===== src/rtl/gge_pkg.sv =====
// Types, codes and helper functions for the gamepad gesture event generator.
// Used by every module of the block; depends on nothing.
package gge_pkg;

	localparam int TIME_BITS = 32;
	localparam int LIM_BITS  = 16;
	localparam int NBTN      = 7;
	localparam int NTRK      = 3;

	localparam int T_CROSS  = 0;
	localparam int T_SELECT = 1;
	localparam int T_SQUARE = 2;

	localparam int B_L3       = 0;
	localparam int B_START    = 1;
	localparam int B_SELECT   = 2;
	localparam int B_TRIANGLE = 3;
	localparam int B_SQUARE   = 4;
	localparam int B_CIRCLE   = 5;
	localparam int B_CROSS    = 6;

	localparam logic [1:0] SLOT_ONE = 2'd1;
	localparam logic [1:0] SLOT_TWO = 2'd2;

	typedef enum logic [1:0] {
		ACT_FRAME     = 2'd0,
		ACT_RECONNECT = 2'd1,
		ACT_DISARM    = 2'd2,
		ACT_HOLD      = 2'd3
	} action_t;

	typedef enum logic [1:0] {
		CFG_CROSS_LONG = 2'd0,
		CFG_LONG_PRESS = 2'd1,
		CFG_PAGE_GUARD = 2'd2,
		CFG_NEUTRAL    = 2'd3
	} cfg_idx_t;

	typedef enum logic [3:0] {
		EV_START       = 4'd0,
		EV_TRIANGLE    = 4'd1,
		EV_SQUARE      = 4'd2,
		EV_SQUARE_LONG = 4'd3,
		EV_CIRCLE      = 4'd4,
		EV_CROSS       = 4'd5,
		EV_CROSS_LONG  = 4'd6,
		EV_SELECT_LONG = 4'd7,
		EV_SLOT        = 4'd8
	} ev_kind_t;

	typedef struct packed {
		logic [LIM_BITS-1:0] cross_long_ms;
		logic [LIM_BITS-1:0] long_press_ms;
		logic [LIM_BITS-1:0] page_guard_ms;
		logic [1:0]          neutral_frames;
	} cfg_t;

	typedef struct packed {
		action_t              action;
		logic [TIME_BITS-1:0] now_ms;
		logic [NBTN-1:0]      btn;
		logic                 on_map_page;
		logic [1:0]           cur_slot;
		logic                 slot_locked;
	} item_t;

	typedef struct packed {
		logic [NBTN-1:0]                 prev_buttons;
		logic                            edges_ready;
		logic                            armed;
		logic [1:0]                      neutral_count;
		logic [TIME_BITS-1:0]            last_toggle_time;
		logic [NTRK-1:0]                 press_active;
		logic [NTRK-1:0]                 long_fired;
		logic [NTRK-1:0][TIME_BITS-1:0]  press_start_time;
	} state_t;

	typedef struct packed {
		logic     valid;
		ev_kind_t kind;
		logic [1:0] slot;
	} ev_t;

	typedef struct packed {
		ev_t  ev;
		logic page_toggle;
		logic slot_toggle;
	} res_t;

	function automatic logic [1:0] ev_rank(ev_kind_t k);
		logic [1:0] r;
		begin
			case (k)
				EV_CROSS_LONG: r = 2'd3;
				EV_CROSS:      r = 2'd2;
				EV_START:      r = 2'd1;
				default:       r = 2'd0;
			endcase
			return r;
		end
	endfunction

	function automatic ev_t ev_queue(ev_t cur, ev_kind_t k, logic [1:0] slot);
		ev_t r;
		begin
			r = cur;
			if (!cur.valid || (ev_rank(k) > ev_rank(cur.kind))) begin
				r.valid = 1'b1;
				r.kind  = k;
				r.slot  = slot;
			end
			return r;
		end
	endfunction

	function automatic state_t trk_clear(state_t s, int t);
		state_t r;
		begin
			r = s;
			r.press_active[t]     = 1'b0;
			r.long_fired[t]       = 1'b0;
			r.press_start_time[t] = '0;
			return r;
		end
	endfunction

	function automatic logic time_reached(logic [TIME_BITS-1:0] now,
			logic [TIME_BITS-1:0] then, logic [LIM_BITS-1:0] lim);
		logic [TIME_BITS-1:0] d;
		begin
			d = now - then;
			return d >= {{(TIME_BITS-LIM_BITS){1'b0}}, lim};
		end
	endfunction

endpackage


===== src/rtl/gamepad_gesture_event_generator.sv =====
// Pipeline: input register item_s1, then result register res_s2; they decouple the two sides.
// Throughput: one frame per cycle while out_stall is low.
// The tracking state updates in the cycle that moves a frame from input to result register.
// Reset: arst_n clears valid flags and tracking state; item_s1 and res_s2 are not reset.
// Depends on gge_pkg, gge_cfg and gge_step.
module gamepad_gesture_event_generator (
	input  logic                          clk,
	input  logic                          arst_n,
	input  logic                          cfg_wr_en,
	input  logic [1:0]                    cfg_index,
	input  logic [gge_pkg::LIM_BITS-1:0]  cfg_data,
	input  logic                          in_valid,
	output logic                          in_stall,
	input  logic [1:0]                    action,
	input  logic [gge_pkg::TIME_BITS-1:0] now_ms,
	input  logic                          btn_l3,
	input  logic                          btn_start,
	input  logic                          btn_select,
	input  logic                          btn_triangle,
	input  logic                          btn_square,
	input  logic                          btn_circle,
	input  logic                          btn_cross,
	input  logic                          on_map_page,
	input  logic [1:0]                    cur_slot,
	input  logic                          slot_locked,
	output logic                          out_valid,
	input  logic                          out_stall,
	output logic                          event_valid,
	output logic [3:0]                    event_kind,
	output logic [1:0]                    event_slot,
	output logic                          page_toggle,
	output logic                          slot_toggle
);

	gge_pkg::cfg_t   cfg;
	gge_pkg::item_t  item_in;
	gge_pkg::item_t  item_s1;
	logic            valid_s1;
	gge_pkg::state_t state_q;
	gge_pkg::state_t state_nxt;
	gge_pkg::res_t   res;
	gge_pkg::res_t   res_s2;
	logic            valid_s2;
	logic            advance;

	gge_cfg u_cfg (
		.clk       (clk),
		.arst_n    (arst_n),
		.cfg_wr_en (cfg_wr_en),
		.cfg_index (cfg_index),
		.cfg_data  (cfg_data),
		.cfg       (cfg)
	);

	always_comb begin
		item_in.action      = gge_pkg::action_t'(action);
		item_in.now_ms      = now_ms;
		item_in.btn         = {btn_cross, btn_circle, btn_square, btn_triangle,
			btn_select, btn_start, btn_l3};
		item_in.on_map_page = on_map_page;
		item_in.cur_slot    = cur_slot;
		item_in.slot_locked = slot_locked;
	end

	assign advance  = valid_s1 && (!valid_s2 || !out_stall);
	assign in_stall = valid_s1 && !advance;

	// capture beat
	always_ff @(posedge clk or negedge arst_n) begin
		if (!arst_n) begin
			valid_s1 <= 1'b0;
		end else if (!in_stall) begin
			valid_s1 <= in_valid;
		end
	end

	always_ff @(posedge clk) begin
		if (in_valid && !in_stall) begin
			item_s1 <= item_in;
		end
	end

	gge_step u_step (
		.cfg    (cfg),
		.item   (item_s1),
		.st_cur (state_q),
		.st_nxt (state_nxt),
		.res    (res)
	);

	// advance tracking state and result register
	always_ff @(posedge clk or negedge arst_n) begin
		if (!arst_n) begin
			state_q  <= '0;
			valid_s2 <= 1'b0;
		end else if (advance) begin
			state_q  <= state_nxt;
			valid_s2 <= 1'b1;
		end else if (!out_stall) begin
			valid_s2 <= 1'b0;
		end
	end

	always_ff @(posedge clk) begin
		if (advance) begin
			res_s2 <= res;
		end
	end

	assign out_valid   = valid_s2;
	assign event_valid = res_s2.ev.valid;
	assign event_kind  = res_s2.ev.kind;
	assign event_slot  = res_s2.ev.slot;
	assign page_toggle = res_s2.page_toggle;
	assign slot_toggle = res_s2.slot_toggle;

endmodule


===== src/rtl/gge_cfg.sv =====
// Configuration register file for the gesture event generator.
// Depends on gge_pkg.
module gge_cfg (
	input  logic                         clk,
	input  logic                         arst_n,
	input  logic                         cfg_wr_en,
	input  logic [1:0]                   cfg_index,
	input  logic [gge_pkg::LIM_BITS-1:0] cfg_data,
	output gge_pkg::cfg_t                cfg
);

	gge_pkg::cfg_t cfg_q;

	always_ff @(posedge clk or negedge arst_n) begin
		if (!arst_n) begin
			cfg_q.cross_long_ms  <= 16'd1200;
			cfg_q.long_press_ms  <= 16'd800;
			cfg_q.page_guard_ms  <= 16'd250;
			cfg_q.neutral_frames <= 2'd2;
		end else if (cfg_wr_en) begin
			unique case (gge_pkg::cfg_idx_t'(cfg_index))
				gge_pkg::CFG_CROSS_LONG: cfg_q.cross_long_ms  <= cfg_data;
				gge_pkg::CFG_LONG_PRESS: cfg_q.long_press_ms  <= cfg_data;
				gge_pkg::CFG_PAGE_GUARD: cfg_q.page_guard_ms  <= cfg_data;
				gge_pkg::CFG_NEUTRAL:    cfg_q.neutral_frames <= cfg_data[1:0];
				default:                 cfg_q <= cfg_q;
			endcase
		end
	end

	assign cfg = cfg_q;

endmodule


===== src/rtl/gge_step.sv =====
// Per-frame gesture logic: edges, arming, long-press timers, event merge and reconnect, disarm and hold actions.
// Purely combinational; depends on gge_pkg.
module gge_step (
	input  gge_pkg::cfg_t   cfg,
	input  gge_pkg::item_t  item,
	input  gge_pkg::state_t st_cur,
	output gge_pkg::state_t st_nxt,
	output gge_pkg::res_t   res
);

	always_comb begin
		gge_pkg::state_t st;
		gge_pkg::ev_t    ev;
		logic            page_tg;
		logic            slot_tg;
		logic [1:0]      slot;
		logic [gge_pkg::NBTN-1:0] cur;
		logic [gge_pkg::NBTN-1:0] rise;
		logic [gge_pkg::NBTN-1:0] fall;
		logic            map;

		st      = st_cur;
		ev      = '0;
		page_tg = 1'b0;
		slot_tg = 1'b0;
		cur     = item.btn;
		map     = item.on_map_page;
		slot    = (item.cur_slot == gge_pkg::SLOT_TWO) ? gge_pkg::SLOT_TWO : gge_pkg::SLOT_ONE;
		rise    = cur & ~st_cur.prev_buttons;
		fall    = ~cur & st_cur.prev_buttons;

		unique case (item.action)
			gge_pkg::ACT_RECONNECT: begin
				st = '0;
			end
			gge_pkg::ACT_DISARM: begin
				st.armed = 1'b0;
				st.neutral_count = 2'd0;
				st = gge_pkg::trk_clear(st, gge_pkg::T_SELECT);
				st = gge_pkg::trk_clear(st, gge_pkg::T_SQUARE);
				st = gge_pkg::trk_clear(st, gge_pkg::T_CROSS);
			end
			gge_pkg::ACT_HOLD: begin
				st.armed = 1'b0;
				st.neutral_count = 2'd0;
				st = gge_pkg::trk_clear(st, gge_pkg::T_SELECT);
				st = gge_pkg::trk_clear(st, gge_pkg::T_SQUARE);
			end
			gge_pkg::ACT_FRAME: begin
				if (!st_cur.edges_ready) begin
					st.prev_buttons = cur;
					st.edges_ready = 1'b1;
					st.armed = 1'b0;
					st.neutral_count = 2'd0;
					st = gge_pkg::trk_clear(st, gge_pkg::T_SELECT);
					st = gge_pkg::trk_clear(st, gge_pkg::T_SQUARE);
				end else begin
					// cross tracking runs regardless of arming
					if (rise[gge_pkg::B_CROSS] && map) begin
						st.press_active[gge_pkg::T_CROSS] = 1'b1;
						st.long_fired[gge_pkg::T_CROSS] = 1'b0;
						st.press_start_time[gge_pkg::T_CROSS] = item.now_ms;
						ev = gge_pkg::ev_queue(ev, gge_pkg::EV_CROSS, slot);
					end
					if (map && st.press_active[gge_pkg::T_CROSS] && cur[gge_pkg::B_CROSS] &&
							!st.long_fired[gge_pkg::T_CROSS] &&
							gge_pkg::time_reached(item.now_ms,
								st.press_start_time[gge_pkg::T_CROSS], cfg.cross_long_ms)) begin
						ev = gge_pkg::ev_queue(ev, gge_pkg::EV_CROSS_LONG, slot);
						st.long_fired[gge_pkg::T_CROSS] = 1'b1;
					end
					if (fall[gge_pkg::B_CROSS])
						st = gge_pkg::trk_clear(st, gge_pkg::T_CROSS);

					if (rise[gge_pkg::B_L3] || !map) begin
						if (rise[gge_pkg::B_L3] && ((st.last_toggle_time == '0) ||
								gge_pkg::time_reached(item.now_ms, st.last_toggle_time,
									cfg.page_guard_ms))) begin
							page_tg = 1'b1;
							st.last_toggle_time = item.now_ms;
						end
						st.armed = 1'b0;
						st.neutral_count = 2'd0;
						st = gge_pkg::trk_clear(st, gge_pkg::T_SELECT);
						st = gge_pkg::trk_clear(st, gge_pkg::T_SQUARE);
						st = gge_pkg::trk_clear(st, gge_pkg::T_CROSS);
					end else if (!st.armed) begin
						if (cur == '0) begin
							if (st.neutral_count < cfg.neutral_frames)
								st.neutral_count = st.neutral_count + 2'd1;
							if (st.neutral_count >= cfg.neutral_frames) begin
								st.armed = 1'b1;
								st = gge_pkg::trk_clear(st, gge_pkg::T_SELECT);
								st = gge_pkg::trk_clear(st, gge_pkg::T_SQUARE);
							end
						end else begin
							st.neutral_count = 2'd0;
						end
					end else begin
						if (rise[gge_pkg::B_START])
							ev = gge_pkg::ev_queue(ev, gge_pkg::EV_START, slot);

						if (rise[gge_pkg::B_SELECT]) begin
							st.press_active[gge_pkg::T_SELECT] = 1'b1;
							st.long_fired[gge_pkg::T_SELECT] = 1'b0;
							st.press_start_time[gge_pkg::T_SELECT] = item.now_ms;
						end
						if (st.press_active[gge_pkg::T_SELECT] && cur[gge_pkg::B_SELECT] &&
								!st.long_fired[gge_pkg::T_SELECT] &&
								gge_pkg::time_reached(item.now_ms,
									st.press_start_time[gge_pkg::T_SELECT],
									cfg.long_press_ms)) begin
							ev = gge_pkg::ev_queue(ev, gge_pkg::EV_SELECT_LONG, slot);
							st.long_fired[gge_pkg::T_SELECT] = 1'b1;
						end
						if (fall[gge_pkg::B_SELECT] && st.press_active[gge_pkg::T_SELECT]) begin
							if (!st.long_fired[gge_pkg::T_SELECT] && !item.slot_locked) begin
								slot_tg = 1'b1;
								slot = (slot == gge_pkg::SLOT_TWO) ? gge_pkg::SLOT_ONE
									: gge_pkg::SLOT_TWO;
								ev = gge_pkg::ev_queue(ev, gge_pkg::EV_SLOT, slot);
							end
							st = gge_pkg::trk_clear(st, gge_pkg::T_SELECT);
						end

						if (rise[gge_pkg::B_SQUARE]) begin
							st.press_active[gge_pkg::T_SQUARE] = 1'b1;
							st.long_fired[gge_pkg::T_SQUARE] = 1'b0;
							st.press_start_time[gge_pkg::T_SQUARE] = item.now_ms;
						end
						if (st.press_active[gge_pkg::T_SQUARE] && cur[gge_pkg::B_SQUARE] &&
								!st.long_fired[gge_pkg::T_SQUARE] &&
								gge_pkg::time_reached(item.now_ms,
									st.press_start_time[gge_pkg::T_SQUARE],
									cfg.long_press_ms)) begin
							ev = gge_pkg::ev_queue(ev, gge_pkg::EV_SQUARE_LONG, slot);
							st.long_fired[gge_pkg::T_SQUARE] = 1'b1;
						end
						if (fall[gge_pkg::B_SQUARE] && st.press_active[gge_pkg::T_SQUARE]) begin
							if (!st.long_fired[gge_pkg::T_SQUARE])
								ev = gge_pkg::ev_queue(ev, gge_pkg::EV_SQUARE, slot);
							st = gge_pkg::trk_clear(st, gge_pkg::T_SQUARE);
						end

						if (rise[gge_pkg::B_TRIANGLE])
							ev = gge_pkg::ev_queue(ev, gge_pkg::EV_TRIANGLE, slot);
						if (rise[gge_pkg::B_CIRCLE])
							ev = gge_pkg::ev_queue(ev, gge_pkg::EV_CIRCLE, slot);
					end
					st.prev_buttons = cur;
				end
			end
			default: st = st_cur;
		endcase

		st_nxt          = st;
		res.ev          = ev;
		res.page_toggle = page_tg;
		res.slot_toggle = slot_tg;
	end

endmodule


===== config.mk =====
export PLATFORM = sky130hd
export DESIGN_NAME = gamepad_gesture_event_generator
export DESIGN_NICKNAME = d
export VERILOG_FILES = /design/src/rtl/gge_pkg.sv /design/src/rtl/gamepad_gesture_event_generator.sv /design/src/rtl/gge_cfg.sv /design/src/rtl/gge_step.sv
export SDC_FILE = /design/constraint.sdc
export NUM_CORES = 1
export LEC_CHECK = 0
export BUFFER_PORTS_ARGS = -buffer_cell sky130_fd_sc_hd__buf_2
export CAP_MARGIN = 10
export CORE_ASPECT_RATIO = 1.1
export CORE_MARGIN = 4
export CORE_UTILIZATION = 30
export DETAILED_ROUTE_END_ITERATION = 10
export HOLD_SLACK_MARGIN = 0.08
export SYNTH_ARGS = -nofsm -noshare
export SYNTH_HDL_FRONTEND = slang
export SYNTH_SLANG_ARGS = --single-unit

===== constraint.sdc =====
create_clock -name clk -period 12.4 [get_ports clk]
set_input_delay 1.86 -clock clk [delete_from_list [all_inputs] [get_ports clk]]
set_output_delay 1.86 -clock clk [all_outputs]
set_load 0.05 [all_outputs]

==> flow_summary_export.csv <==
group,metric,value,unit
status,status,"completed",
clock_network,clock_path_buffers,3,
yosys,synth_seq_cells,251,
final_layout,drive_above_1_share,11.0,%
final_layout,regArea,6570,µm²
sta,tightest_slew,1.11,ns
critical_path,r2r_start,"item_s1[8]$_DFFE_PP_",
route,final_antenna_net_count,0,
sta,setup_violations,0,
yosys,synth-seq-area-share,32.6,%
critical_path,worstSetupEndpointType,"flop",
final_layout,num_antenna_cells,0,
critical_path,startpoint,"item_s1[8]$_DFFE_PP_",
yosys,avgSynthCellArea,8.88,µm²
clock_network,clk_latency,0.58,ns
route,route.detailed.drc,0,
sta,final_hold_viol_count,0,
yosys,synth_xor_area_share,3.26,%
worst_hold_path,hold_depth,2,
yosys,netlist.area_leader.share,22.7,%
critical_path,rr_worst_depth,26,
final_layout,layout_common_cells,"nand2_1 (259), o21ai_0 (193), ha_1 (191)",
clock_network,cts_root_buf,"clkbuf_16",
route,dr.pass1.iters,6,
global_routing,grt-ovfl-total,0,
yosys,yosys.area_share.simple,16.6,%
route,drtIter0Drc,1551,
sta,report.final.slew_viol_count,0,
route,vias_per_cell,5.67,
sta,clock_skew,0.0252,ns
sta,holdWs,0.480,ns
global_routing,antenna_found_initial,2,
floorplanning,top_level_ports,79,
global_routing,grt_usage,18.5,%
yosys,synth_top_family_by_area,"compound AO/OA/AOI/OAI gates",
sta,fin_setup_tns,0,ns
final_layout,utilization,33.7,%
final_layout,multi_input_area,12700,µm²
pwr,power,2950,µW
floorplanning,core-area,66400,µm²
global_routing,grt_first_pass_wirelength,104000,µm
final_layout,fillers,6857,
pwr,powerDensity,132,nW/µm²
clock_network,cts_resized,0,
floorplanning,die_x,255,µm
yosys,syn_area,20200,µm²
yosys,syn_nets,2532,
floorplanning,dieArea,71400,µm²
critical_path,slowest_delay,0.52,ns
yosys,synth_compound_area_share,24.1,%
final_layout,final_common_cell,"nand2_1",
run,max_cap_violations,0,
placed_design,dp_hpwl,51300,µm
yosys,async_flop_share,78.5,%
clock_network,holdBufCountCts,0,
route,vias,18066,
pwr,leakage,0.00953,µW
placed_design,portBuffers,78,
critical_path,crit_arrival,7.00,ns
sta,fmax,150,MHz
yosys,syn_inst,2269,
critical_path,cp.required,12.72,ns
sta,period_needed,6.68,ns
clock_network,cts_buffers,29,
yosys,synth.largest_area_cell,"dfrtp_1",
global_routing,grt_max_degree,77,
yosys,synthAdderAreaFrac,12.3,%
global_routing,grt_pass1_vias,17934,
floorplanning,fp.dieH,280,µm
sta,relSlewSlack,25.7,%
worst_hold_path,hp-class,"reg2reg",
route,postRouteWirelength,67900,µm
yosys,muxShareOfSynthArea,6.69,%
route,wire_per_inst,21.3,µm
final_layout,fin_nets,2569,
critical_path,worstSetupPathType,"reg2reg",
sta,final.period_utilization,53.8,%
yosys,synth-edff-count,54,
pwr,ir_worst_vdd,0.103,mV
clock_network,clkTransAtPathRegs,0.06,ns
floorplanning,start_util,30.4,%
yosys,synth_ff_type,"dfrtp_1",
clock_network,cts_sinks,251,
worst_hold_path,min_from,"state_q[143]$_DFFE_PN0P_",
critical_path,start_kind,"flop",
critical_path,crit_fanout,32,
placed_design,gp_congestion,0.919,
yosys,synthTopCellsByArea,"dfrtp_1 (23%), ha_1 (12%), edfxtp_1 (8.0%), nand2_1 (4.8%), o21ai_0 (4.8%)",
clock_network,cts.htree.levels,1,
yosys,synth_cell_types,99,
final_layout,syn_to_final_growth,11.0,%
floorplanning,num_rows,99,
sta,grt_setup_unrepaired,"false",
critical_path,crit_path_top_delay_cell,"edfxtp_1",
clock_network,post_cts_buffers,0,
clock_network,tritoncts,"yes",
yosys,yosys_warnings,0,
## cells by family (layout without fill, tap and decap cells)
kind of cell,count (synthesis),in the layout
DFF,251,251
muxes,130,130
adders and majority gates,195,195
buffers and inverters,216,275
xor gates and xnor gates,75,75
and+or+nand+nor,683,683
AOI/OAI and AO/OA,719,719
## per-stage QoR
| stage | instance area (µm²) | instances | setup WS (ns) |
|---|---|---|---|
| 4_1_cts | 22400 | 3186 | 5.75 |
| 3_5_place_dp | 21400 | 3133 | 5.75 |
| 2_1_floorplan | 20200 | 2269 | 6.68 |
| 6_report | 22400 | 3186 | 5.72 |
| 3_3_place_gp | 21400 | 3133 | 5.97 |
| 5_1_grt | 22400 | 3186 | 5.30 |
## power breakdown
| part | switching (µW) | leakage, µW | total, µW | internal [µW] |
|---|---|---|---|---|
| clock | 375 | 0.000497 | 918 | 542 |
| combinational | 660 | 0.00590 | 1060 | 402 |
| sequential | 64.1 | 0.00313 | 974 | 910 |
| total | 1100 | 0.00953 | 2950 | 1850 |
## cell usage after synthesis (all sizes together), types with 30 or more instances
master  instances
nand2         259
o21ai         207
ha            191
dfrtp         183
a21oi         156
nor2          131
inv           124
mux2i          92
edfxtp         54
clkbuf         53
a21o           47
nand3          46
xnor2          45
nor3           44
a22o           40
buf            39
mux2           38
o31ai          38
nand2b         35
nand4          31
a211oi         30
o21a           30
xor2           30
## state kept, by name, indices dropped and copies added, names as in the netlist
name         flops
page_toggle      1
state_q        145
u_cfg.cfg       50
event_kind       4
event_slot       2
slot_toggle      1
event_valid      1
item_s1         45
valid_s1         1
out_valid        1
## worst max-delay path, delay by kind of cell, from the launching register on
kind                     cells  cell delay, ns
buffers and inverters        3            0.61
XOR/XNOR                     1            0.20
AND/OR/NAND/NOR              8            1.62
adder cells (fa/ha/maj)      3            0.89
AO/OA/AOI/OAI               11            2.59
flip-flops                   1            0.52
## final cells by class
| type | count | share of cell area (%) |
|---|---|---|
| clock buffers | 39 | 3.78 |
| multi-input cells | 1802 | 56.8 |
| repair buffers | 98 | 2.46 |
| inverters | 124 | 2.08 |
| clock inverters | 14 | 0.761 |
| well taps | 858 | 4.80 |
| flip-flops and latches | 251 | 29.4 |
## routing by layer
metal | track usage, % | vias to the layer above | wire [µm] | share of wire, %
li1 | - | 8518 | - | -
met1 | 23.7 | 8833 | 29300 | 43
met2 | 31.8 | 586 | 32500 | 48
met3 | 1.89 | 129 | 3120 | 4.6
met4 | 7.43 | 0 | 2970 | 4.4
met5 | 0 | - | 0 | 0
## final timing paths
check                                                    to  slack (ns)
worst min-delay path               state_q[143]$_DFFE_PN0P_        0.48
max in group asynchronous         u_cfg.cfg[42]$_DFFE_PN0P_        8.89
worst max register to register  event_slot[1]$_SDFFCE_PN0P_        5.72
worst max-delay path            event_slot[1]$_SDFFCE_PN0P_        5.72
min in group asynchronous           state_q[59]$_DFFE_PN0P_        1.32
worst min register to register     state_q[143]$_DFFE_PN0P_        0.48
Note: power is estimated with default switching activity, not from simulation.
